### config.mk
export PLATFORM = sky130hd
export DESIGN_NAME = tty_canonical_line_editor
export DESIGN_NICKNAME = d
export VERILOG_FILES = /design/src/hw/rtl/tle_pkg.sv /design/src/hw/rtl/tle_cfg.sv /design/src/hw/rtl/tle_front.sv /design/src/hw/rtl/tle_fifo.sv /design/src/hw/rtl/tle_back.sv /design/src/hw/rtl/tty_canonical_line_editor.sv
export SDC_FILE = /design/constraint.sdc
export NUM_CORES = 1
export LEC_CHECK = 0
export BUFFER_PORTS_ARGS = -buffer_cell sky130_fd_sc_hd__buf_2
export CORE_MARGIN = 2
export CORE_UTILIZATION = 32
export DETAILED_ROUTE_END_ITERATION = 8
export GPL_ROUTABILITY_DRIVEN = 0
export REMOVE_ABC_BUFFERS = 1
export SLEW_MARGIN = 20
export SYNTH_ARGS = -nofsm -noshare
export SYNTH_HDL_FRONTEND = slang
export SYNTH_SLANG_ARGS = --single-unit
### constraint.sdc
create_clock -name clk -period 5.04 [get_ports clk]
set_input_delay 0.504 -clock clk [delete_from_list [all_inputs] [get_ports clk]]
set_output_delay 0.504 -clock clk [all_outputs]
set_load 0.01 [all_outputs]
### src/hw/rtl/tle_pkg.sv
// Shared types and constants of the terminal line editor.
// No dependencies; imported by every module of the block but tle_fifo and tle_checker.
package tle_pkg;

	localparam int LINE_CAP    = 32;
	localparam int MAX_OFFSETS = 32;
	localparam int LIMIT_CAP   = (LINE_CAP < MAX_OFFSETS) ? LINE_CAP : MAX_OFFSETS;

	localparam logic [7:0] CH_NL  = 8'h0a;
	localparam logic [7:0] CH_CR  = 8'h0d;
	localparam logic [7:0] CH_BS  = 8'h08;
	localparam logic [7:0] CH_SP  = 8'h20;
	localparam logic [7:0] CH_DEL = 8'h7f;

	localparam logic [7:0] DEF_INTR  = 8'd3;
	localparam logic [7:0] DEF_QUIT  = 8'd28;
	localparam logic [7:0] DEF_ERASE = 8'h08;
	localparam logic [7:0] DEF_KILL  = 8'h40;
	localparam logic [7:0] DEF_EOF   = 8'd4;

	localparam logic [4:0] RST_LFLAGS = 5'd31;
	localparam logic [4:0] RST_TFLAGS = 5'd26;
	localparam logic [5:0] RST_LIMIT  = 6'd32;

	// local flag bits
	localparam int LF_ISIG   = 0;
	localparam int LF_ICANON = 1;
	localparam int LF_ECHO   = 2;
	localparam int LF_ECHOE  = 3;
	localparam int LF_ECHOK  = 4;

	// translate flag bits
	localparam int TF_IGNCR = 0;
	localparam int TF_ICRNL = 1;
	localparam int TF_INLCR = 2;
	localparam int TF_OPOST = 3;
	localparam int TF_ONLCR = 4;

	localparam logic [1:0] SIG_NONE = 2'd0;
	localparam logic [1:0] SIG_INTR = 2'd1;
	localparam logic [1:0] SIG_QUIT = 2'd2;

	typedef enum logic [2:0] {
		REG_LFLAGS = 3'd0,
		REG_TFLAGS = 3'd1,
		REG_INTR   = 3'd2,
		REG_QUIT   = 3'd3,
		REG_ERASE  = 3'd4,
		REG_KILL   = 3'd5,
		REG_EOF    = 3'd6,
		REG_LIMIT  = 3'd7
	} reg_idx_t;

	typedef struct packed {
		logic [4:0] lflags;
		logic [4:0] tflags;
		logic [7:0] intr_ch;
		logic [7:0] quit_ch;
		logic [7:0] erase_ch;
		logic [7:0] kill_ch;
		logic [7:0] eof_ch;
		logic [5:0] limit;
	} cfg_t;

	typedef enum logic [2:0] {
		CMD_NOP   = 3'd0,
		CMD_INTR  = 3'd1,
		CMD_QUIT  = 3'd2,
		CMD_ERASE = 3'd3,
		CMD_KILL  = 3'd4,
		CMD_EOF   = 3'd5,
		CMD_STORE = 3'd6
	} cmd_kind_t;

	typedef struct packed {
		cmd_kind_t  kind;
		logic [7:0] ch;
	} cmd_t;

	typedef struct packed {
		logic [7:0] echo_a;
		logic [7:0] echo_b;
		logic [7:0] echo_c;
		logic [1:0] echo_cnt;
		logic       store_valid;
		logic [4:0] store_offset;
		logic [7:0] store_byte;
		logic [1:0] signal_code;
		logic       read_done;
		logic [5:0] read_length;
		logic       last;
	} res_t;

endpackage

### src/hw/rtl/tle_cfg.sv
// Configuration register file of the terminal line editor.
// Depends on tle_pkg.
module tle_cfg (
	input  logic               clk,
	input  logic               arst_n,
	input  logic               wr_en,
	input  logic [2:0]         wr_index,
	input  logic [7:0]         wr_data,
	output tle_pkg::cfg_t      cfg
);
	import tle_pkg::*;

	cfg_t cfg_q;

	always_ff @(posedge clk or negedge arst_n) begin
		if (!arst_n) begin
			cfg_q.lflags   <= RST_LFLAGS;
			cfg_q.tflags   <= RST_TFLAGS;
			cfg_q.intr_ch  <= DEF_INTR;
			cfg_q.quit_ch  <= DEF_QUIT;
			cfg_q.erase_ch <= DEF_ERASE;
			cfg_q.kill_ch  <= DEF_KILL;
			cfg_q.eof_ch   <= DEF_EOF;
			cfg_q.limit    <= RST_LIMIT;
		end else if (wr_en) begin
			case (reg_idx_t'(wr_index))
				REG_LFLAGS: cfg_q.lflags   <= wr_data[4:0];
				REG_TFLAGS: cfg_q.tflags   <= wr_data[4:0];
				REG_INTR:   cfg_q.intr_ch  <= wr_data;
				REG_QUIT:   cfg_q.quit_ch  <= wr_data;
				REG_ERASE:  cfg_q.erase_ch <= wr_data;
				REG_KILL:   cfg_q.kill_ch  <= wr_data;
				REG_EOF:    cfg_q.eof_ch   <= wr_data;
				REG_LIMIT:  cfg_q.limit    <= wr_data[5:0];
				default: ;
			endcase
		end
	end

	assign cfg = cfg_q;

endmodule

### src/hw/rtl/tle_front.sv
// Front end: CR/NL translation and classification of one received character.
// Depends on tle_pkg; feeds the command queue.
module tle_front (
	input  tle_pkg::cfg_t cfg,
	input  logic [7:0]    in_char,
	output tle_pkg::cmd_t cmd
);
	import tle_pkg::*;

	function automatic logic [7:0] pick(input logic [7:0] r, input logic [7:0] d);
		return (r != 8'd0) ? r : d;
	endfunction

	logic [7:0] ch;
	logic       isig;
	logic       canon;

	assign isig  = cfg.lflags[LF_ISIG];
	assign canon = cfg.lflags[LF_ICANON];

	always_comb begin
		ch = in_char;
		if (cfg.tflags[TF_ICRNL]) begin
			if (in_char == CH_CR) ch = CH_NL;
		end else if (cfg.tflags[TF_INLCR]) begin
			if (in_char == CH_NL) ch = CH_CR;
		end
	end

	always_comb begin
		cmd.ch = ch;
		if (cfg.tflags[TF_IGNCR] && in_char == CH_CR)
			cmd.kind = CMD_NOP;
		else if (isig && ch == pick(cfg.intr_ch, DEF_INTR))
			cmd.kind = CMD_INTR;
		else if (isig && ch == pick(cfg.quit_ch, DEF_QUIT))
			cmd.kind = CMD_QUIT;
		else if (canon && (ch == pick(cfg.erase_ch, DEF_ERASE) || ch == CH_DEL))
			cmd.kind = CMD_ERASE;
		else if (canon && ch == pick(cfg.kill_ch, DEF_KILL))
			cmd.kind = CMD_KILL;
		else if (canon && ch == pick(cfg.eof_ch, DEF_EOF))
			cmd.kind = CMD_EOF;
		else
			cmd.kind = CMD_STORE;
	end

endmodule

### src/hw/rtl/tle_fifo.sv
// Small first-in first-out queue of fixed-width words.
// No package dependency; used for the command queue and the result queue.
module tle_fifo #(
	parameter int WIDTH = 8,
	parameter int DEPTH = 2
) (
	input  logic             clk,
	input  logic             arst_n,
	input  logic             wr_en,
	input  logic [WIDTH-1:0] wr_data,
	input  logic             rd_en,
	output logic [WIDTH-1:0] rd_data,
	output logic             full,
	output logic             empty
);
	localparam int AW = (DEPTH > 1) ? $clog2(DEPTH) : 1;
	localparam int CW = $clog2(DEPTH + 1);

	logic [WIDTH-1:0] mem_q [DEPTH];
	logic [AW-1:0]    wr_ptr_q;
	logic [AW-1:0]    rd_ptr_q;
	logic [CW-1:0]    cnt_q;
	logic             do_wr;
	logic             do_rd;

	assign full    = (cnt_q == CW'(DEPTH));
	assign empty   = (cnt_q == '0);
	assign do_wr   = wr_en && !full;
	assign do_rd   = rd_en && !empty;
	assign rd_data = mem_q[rd_ptr_q];

	function automatic logic [AW-1:0] bump(input logic [AW-1:0] p);
		return (p == AW'(DEPTH - 1)) ? '0 : p + 1'b1;
	endfunction

	always_ff @(posedge clk) begin
		if (do_wr) mem_q[wr_ptr_q] <= wr_data;
	end

	always_ff @(posedge clk or negedge arst_n) begin
		if (!arst_n) begin
			wr_ptr_q <= '0;
			rd_ptr_q <= '0;
			cnt_q    <= '0;
		end else begin
			if (do_wr) wr_ptr_q <= bump(wr_ptr_q);
			if (do_rd) rd_ptr_q <= bump(rd_ptr_q);
			if (do_wr && !do_rd)
				cnt_q <= cnt_q + 1'b1;
			else if (do_rd && !do_wr)
				cnt_q <= cnt_q - 1'b1;
		end
	end

endmodule

### src/hw/rtl/tle_back.sv
// Back end: line position, editing sequencer and result formatting.
// Depends on tle_pkg; reads the command queue, writes the result queue.
module tle_back (
	input  logic          clk,
	input  logic          arst_n,
	input  tle_pkg::cfg_t cfg,
	input  tle_pkg::cmd_t cmd,
	input  logic          cmd_empty,
	output logic          cmd_pop,
	input  logic          res_full,
	output logic          res_push,
	output tle_pkg::res_t res
);
	import tle_pkg::*;

	typedef enum logic [2:0] {
		ST_RUN  = 3'b001,
		ST_KILL = 3'b010,
		ST_KNL  = 3'b100
	} bstate_t;

	bstate_t    state_q, state_d;
	logic [4:0] pos_q, pos_d;
	logic [5:0] pos_inc;
	logic [5:0] lim;
	logic       echo;
	logic       visual;
	logic       nl_en;
	logic       canon;
	logic       st_done;

	assign echo   = cfg.lflags[LF_ECHO];
	assign visual = cfg.lflags[LF_ECHOE];
	assign canon  = cfg.lflags[LF_ICANON];
	assign nl_en  = echo && cfg.lflags[LF_ECHOK];

	assign pos_inc = {1'b0, pos_q} + 6'd1;

	always_comb begin
		if (cfg.limit == 6'd0)
			lim = 6'd1;
		else if (cfg.limit > 6'(LIMIT_CAP))
			lim = 6'(LIMIT_CAP);
		else
			lim = cfg.limit;
	end

	assign st_done = !canon || cmd.ch == CH_NL || pos_inc >= lim;

	function automatic res_t rubout(input logic e, input logic v, input logic lst);
		res_t r;
		r = '0;
		if (e && v) begin
			r.echo_a   = CH_BS;
			r.echo_b   = CH_SP;
			r.echo_c   = CH_BS;
			r.echo_cnt = 2'd3;
		end else if (e) begin
			r.echo_a   = CH_BS;
			r.echo_cnt = 2'd1;
		end
		r.last = lst;
		return r;
	endfunction

	function automatic res_t kill_nl();
		res_t r;
		r = '0;
		r.echo_a   = CH_NL;
		r.echo_cnt = 2'd1;
		r.last     = 1'b1;
		return r;
	endfunction

	always_comb begin
		state_d  = state_q;
		pos_d    = pos_q;
		cmd_pop  = 1'b0;
		res_push = 1'b0;
		res      = '0;
		case (state_q)
			ST_RUN: begin
				if (!cmd_empty && !res_full) begin
					cmd_pop  = 1'b1;
					res_push = 1'b1;
					res.last = 1'b1;
					case (cmd.kind)
						CMD_INTR: res.signal_code = SIG_INTR;
						CMD_QUIT: res.signal_code = SIG_QUIT;
						CMD_ERASE: begin
							if (pos_q != 5'd0) begin
								pos_d = pos_q - 5'd1;
								res   = rubout(echo, visual, 1'b1);
							end
						end
						CMD_KILL: begin
							if (pos_q != 5'd0) begin
								pos_d = pos_q - 5'd1;
								res   = rubout(echo, visual, pos_q == 5'd1 && !nl_en);
								if (pos_q != 5'd1)
									state_d = ST_KILL;
								else if (nl_en)
									state_d = ST_KNL;
							end else if (nl_en) begin
								res = kill_nl();
							end
						end
						CMD_EOF: begin
							res.read_done   = 1'b1;
							res.read_length = {1'b0, pos_q};
							pos_d           = 5'd0;
						end
						CMD_STORE: begin
							if (echo) begin
								if (cmd.ch == CH_NL && cfg.tflags[TF_OPOST]
									&& cfg.tflags[TF_ONLCR]) begin
									res.echo_a   = CH_CR;
									res.echo_b   = CH_NL;
									res.echo_cnt = 2'd2;
								end else begin
									res.echo_a   = cmd.ch;
									res.echo_cnt = 2'd1;
								end
							end
							res.store_valid  = 1'b1;
							res.store_offset = pos_q;
							res.store_byte   = cmd.ch;
							if (st_done) begin
								res.read_done   = 1'b1;
								res.read_length = pos_inc;
								pos_d           = 5'd0;
							end else begin
								pos_d = pos_inc[4:0];
							end
						end
						default: ;
					endcase
				end
			end
			ST_KILL: begin
				if (!res_full) begin
					res_push = 1'b1;
					pos_d    = pos_q - 5'd1;
					res      = rubout(echo, visual, pos_q == 5'd1 && !nl_en);
					if (pos_q == 5'd1) state_d = nl_en ? ST_KNL : ST_RUN;
				end
			end
			ST_KNL: begin
				if (!res_full) begin
					res_push = 1'b1;
					res      = kill_nl();
					state_d  = ST_RUN;
				end
			end
			default: state_d = ST_RUN;
		endcase
	end

	always_ff @(posedge clk or negedge arst_n) begin
		if (!arst_n) begin
			state_q <= ST_RUN;
			pos_q   <= 5'd0;
		end else begin
			state_q <= state_d;
			pos_q   <= pos_d;
		end
	end

endmodule

### src/hw/rtl/tty_canonical_line_editor.sv
// Channel  | Handshake               | Beat
// input    | push / full             | in_char
// result   | empty / pop             | echo bytes, store, signal, read status, last
// config   | cfg_wr_en, cfg_index    | cfg_data, taken at once
//
// A character passes the front end in the cycle it is pushed and waits in the
// command queue; the back end makes one result beat per cycle while the result
// queue has room. Most characters give one beat. A kill gives one beat per stored
// character plus an optional newline beat, or one empty beat if it has neither,
// paced by the back end sequencer. Reset clears the queues and the line position
// and returns the registers to their defaults.
// A full result queue stalls the back end; a full command queue raises full.
// Depends on tle_pkg, tle_cfg, tle_front, tle_fifo and tle_back.
module tty_canonical_line_editor #(
	parameter int CMD_DEPTH = 2,
	parameter int RES_DEPTH = 2
) (
	input  logic       clk,
	input  logic       arst_n,
	input  logic       push,
	output logic       full,
	input  logic [7:0] in_char,
	output logic       empty,
	input  logic       pop,
	output logic [7:0] echo_byte_a,
	output logic [7:0] echo_byte_b,
	output logic [7:0] echo_byte_c,
	output logic [1:0] echo_count,
	output logic       store_valid,
	output logic [4:0] store_offset,
	output logic [7:0] store_byte,
	output logic [1:0] signal_code,
	output logic       read_done,
	output logic [5:0] read_length,
	output logic       last,
	input  logic       cfg_wr_en,
	input  logic [2:0] cfg_index,
	input  logic [7:0] cfg_data
);
	import tle_pkg::*;

	cfg_t cfg;
	cmd_t cmd_in;
	cmd_t cmd_out;
	logic cmd_full;
	logic cmd_empty;
	logic cmd_pop;
	res_t res_in;
	res_t res_out;
	logic res_full;
	logic res_push;

	tle_cfg u_cfg (
		.clk      (clk),
		.arst_n   (arst_n),
		.wr_en    (cfg_wr_en),
		.wr_index (cfg_index),
		.wr_data  (cfg_data),
		.cfg      (cfg)
	);

	tle_front u_front (
		.cfg     (cfg),
		.in_char (in_char),
		.cmd     (cmd_in)
	);

	tle_fifo #(
		.WIDTH ($bits(cmd_t)),
		.DEPTH (CMD_DEPTH)
	) u_cmd_q (
		.clk     (clk),
		.arst_n  (arst_n),
		.wr_en   (push),
		.wr_data (cmd_in),
		.rd_en   (cmd_pop),
		.rd_data (cmd_out),
		.full    (cmd_full),
		.empty   (cmd_empty)
	);

	assign full = cmd_full;

	tle_back u_back (
		.clk       (clk),
		.arst_n    (arst_n),
		.cfg       (cfg),
		.cmd       (cmd_out),
		.cmd_empty (cmd_empty),
		.cmd_pop   (cmd_pop),
		.res_full  (res_full),
		.res_push  (res_push),
		.res       (res_in)
	);

	tle_fifo #(
		.WIDTH ($bits(res_t)),
		.DEPTH (RES_DEPTH)
	) u_res_q (
		.clk     (clk),
		.arst_n  (arst_n),
		.wr_en   (res_push),
		.wr_data (res_in),
		.rd_en   (pop),
		.rd_data (res_out),
		.full    (res_full),
		.empty   (empty)
	);

	assign echo_byte_a  = res_out.echo_a;
	assign echo_byte_b  = res_out.echo_b;
	assign echo_byte_c  = res_out.echo_c;
	assign echo_count   = res_out.echo_cnt;
	assign store_valid  = res_out.store_valid;
	assign store_offset = res_out.store_offset;
	assign store_byte   = res_out.store_byte;
	assign signal_code  = res_out.signal_code;
	assign read_done    = res_out.read_done;
	assign read_length  = res_out.read_length;
	assign last         = res_out.last;

endmodule

==> results.cfg <==
[outcome]
status = completed

[place]
number_of_placed_cells_counting_well_taps = 1042
dp_hpwl_microns = 12940
buffer_ports.inserted = 63

[die]
fp.dieH_microns = 165.4
boundaryPins = 76
start_util = 0.3226
floorplan.die.width_microns = 165.4
placementRows = 59
design.die.area_sq_mm = 0.02735
fp.coreArea_sq_mm = 0.02584

[timing]
hold_slack_final_ns = 0.2901
final.setup.tns_ns = 0
report.final.slew_viol_count = 0
max_slew.worst_pin.slew_ns = 1.039
max-slew-margin-rel = 0.3046
timing.final.hold_violations = 0
finalClockSkew_ns = 0.01253
max_clock_freq_mhz = 296.3
setup_viols_final = 0
rsz0062_at_grt = no
final_period_minus_worst_setup_slack_ns = 3.375
finalCritPeriodShare = 0.6696

[clock_network]
root_buffer = sky130_fd_sc_hd__clkbuf_16
clk-insertion-delay-late_ns = 0.43
cts-buffers-inserted = 17
clock-sinks = 168
path_clk_slew_ns = 0.07
cts.path.max_buffers = 2
tritoncts = yes
cts-hold-fix-buffers = 0
cts_htree_levels = 4
cts_setup_buffers = 0
post_cts_resized = 0

[global_route]
grt_use_total = 0.1392
gr-total-overflow = 0
grt_pass1_wl_microns = 28650
grt_start_max_net_pins = 73
antenna_found_initial = 0
first_global_vias = 5159

[yosys]
netlist_instances = 670
yosysWarningCount = 0
synth_enable_flop_cells = 96
ys_types = 61
synth-main-ff-cell = sky130_fd_sc_hd__edfxtp_1
synth_top_cells_by_area = sky130_fd_sc_hd__edfxtp_1 (35%), sky130_fd_sc_hd__dfrtp_1 (16%), sky130_fd_sc_hd__mux2_2 (13%)
post-synth-top-count-cell = sky130_fd_sc_hd__mux2_2
synth-adder-area-share = 0.01651
synth_simple_gate_area_frac = 0.1172
synth_largest_area_cell = sky130_fd_sc_hd__edfxtp_1
ys_ff_latch = 168
synth_compound_area_frac = 0.06170
yosys-top-cells-count = sky130_fd_sc_hd__mux2_2 (97), sky130_fd_sc_hd__edfxtp_1 (96), sky130_fd_sc_hd__nor2_1 (57)
mapped_area_sq_mm = 0.008334
synth_async_sr_flop_share = 0.4286
dominant_combinational_cell_family_by_area_after_synthesis = multiplexers
synthesis.area_per_instance_sq_um = 12.44
synth_top_area_frac = 0.3459
synth_seq_area_share = 0.5648
parity_gate_share_of_the_synthesized_area_counting_xor_and_xnor_cells = 0.04729
mux_share_of_post_synthesis_cell_area = 0.1569

[routing]
number_of_nets_with_antenna_violations_after_detailed_routing = 0
drc = 0
post_drt_wl_per_cell_microns = 16.98
drt_wl_total_microns = 18270
vias_per_cell = 4.986
drt-initial-drc-count = 416
detailroute.via_count = 5365
iteration_count_of_the_initial_detailed_routing_pass = 5

[cells_and_area]
layout-area-overhead-vs-synth_pct = 14.10
nNetsFinal = 763
antennaDiodeCount = 0
stdcell_count = 1076
drive_above_1_share = 0.3050

[power]
power.static_leakage_nw = 3.648
ir_drop_v = 0.0004623
power.density_mw_per_mm2 = 577.8

[critical_path]
cp_data_arrival_time_ns = 3.67
critical-path-top-cell-by-count = sky130_fd_sc_hd__nand2_1
crit_path_end_kind = flip-flop
crit_path_start_kind = flip-flop
timing.critical_path.fanout_max = 19
critPathSlowestCell = sky130_fd_sc_hd__dfrtp_1
max_stage_delay_ns = 0.87
worstSetupPathType = reg2reg
critical_path.cell_chain = mux2_2, nor3_1, nand2_1, inv_1, nand2_1, nor2_1, or2_2
worst-endpoint-required_ns = 5.34

[job]
cap_viol_max_count = 0

[hold_path]
holdCritPathClass = in2async
==> state kept, by name, summed over array words and instances, names as in the netlist <==
signal / flops
u_res_q.mem_q: 74
u_cfg.cfg: 56
u_cmd_q.mem_q: 22
u_back.pos_q: 5
u_back.state_q: 3
u_cmd_q.cnt_q: 2
u_res_q.cnt_q: 2
u_cmd_q.rd_ptr_q: 1
u_cmd_q.wr_ptr_q: 1
u_res_q.rd_ptr_q: 1
u_res_q.wr_ptr_q: 1
==> area by class of cell <==
class / count / area [sq um]
timing repair buffer: 69 / 385.4
clock buffer: 17 / 425.4
tap: 335 / 419.2
inverter: 17 / 63.81
multi-input combinational: 455 / 3391
sequential: 168 / 4707
clock inverter: 15 / 117.6
fill: 2528 / 16330
==> kinds of logic (layout without fill, tap and decap cells) <==
family,count (synthesis),count (layout)
compound gates,81,81
buf+inv,58,118
xor+xnor,45,45
mux,116,116
fa+ha+maj,11,11
other cells,1,12
flops,168,168
simple gates,190,190
==> critical path, delay by kind of cell (launching register included) <==
family	cells	cell delay, ns
flip-flops	1	0.87
buffers and inverters	1	0.25
multiplexers	1	0.47
AND/OR/NAND/NOR	5	1.67
==> worst paths after layout <==
path,startpoint,endpoint,slack [ns],cells after the start
setup reg to reg,u_cmd_q.rd_ptr_q,u_res_q.mem_q[0][25],1.67,7
hold reg to reg,u_res_q.rd_ptr_q,u_res_q.rd_ptr_q,0.48,1
max in group asynchronous,arst_n,u_cmd_q.rd_ptr_q,4.12,2
hold / removal,arst_n,u_cfg.cfg[27],0.29,2
min in group clk,cfg_data[6],u_cfg.cfg[28],0.37,2
setup / recovery,u_cmd_q.rd_ptr_q,u_res_q.mem_q[0][25],1.67,7
==> power breakdown <==
part	internal, mW	switching, mW
Sequential	2.05	0.301
Clock	0.637	0.565
Combinational	0.839	1.10
Total	3.53	1.97
==> metal layers <==
metal  up-vias  track usage  wire [microns]  part of all wire
met2       156       0.2140            8218              0.45
met5         -            0               0                 0
met4         0      0.05878             499             0.027
met3        33      0.02622             801             0.044
li1       2553            -               -                 -
met1      2623       0.1926            8753              0.48
==> stage by stage <==
step                      total power, mW  area, sq um  utilization  worst slack, ns
after global placement              4.259         8926       0.3455            1.891
after detailed placement            4.301         8926       0.3455            1.719
after floorplan                     3.618         8147            -            1.521
final                               5.495         9509       0.3680            1.665
after global routing                5.857         9509       0.3680            1.464
after CTS                           5.520         9469       0.3665            1.692
==> layout by cell type (no fill, tap or decap), types with 9 or more instances in the layout <==
cell                        synthesis  layout
sky130_fd_sc_hd__mux2_2            97      97
sky130_fd_sc_hd__edfxtp_1          96      96
sky130_fd_sc_hd__buf_2              5      63
sky130_fd_sc_hd__nor2_1            57      56
sky130_fd_sc_hd__dfrtp_1           54      54
sky130_fd_sc_hd__nand2_1           32      32
sky130_fd_sc_hd__xor2_1            25      25
sky130_fd_sc_hd__a21oi_1           21      21
sky130_fd_sc_hd__xnor2_1           20      20
sky130_fd_sc_hd__nor3_1            19      19
sky130_fd_sc_hd__dfstp_2           18      18
sky130_fd_sc_hd__inv_1             17      17
sky130_fd_sc_hd__mux2i_1           17      17
sky130_fd_sc_hd__clkbuf_16          0      17
sky130_fd_sc_hd__o21ai_0           16      16
sky130_fd_sc_hd__nand3_1           12      12
sky130_fd_sc_hd__nor4_1            12      12
sky130_fd_sc_hd__a31oi_1           12      12
sky130_fd_sc_hd__conb_1             1      12
sky130_fd_sc_hd__ha_1              11      11
sky130_fd_sc_hd__nor2b_1           10       9
Power figures use the tool's default switching activity.
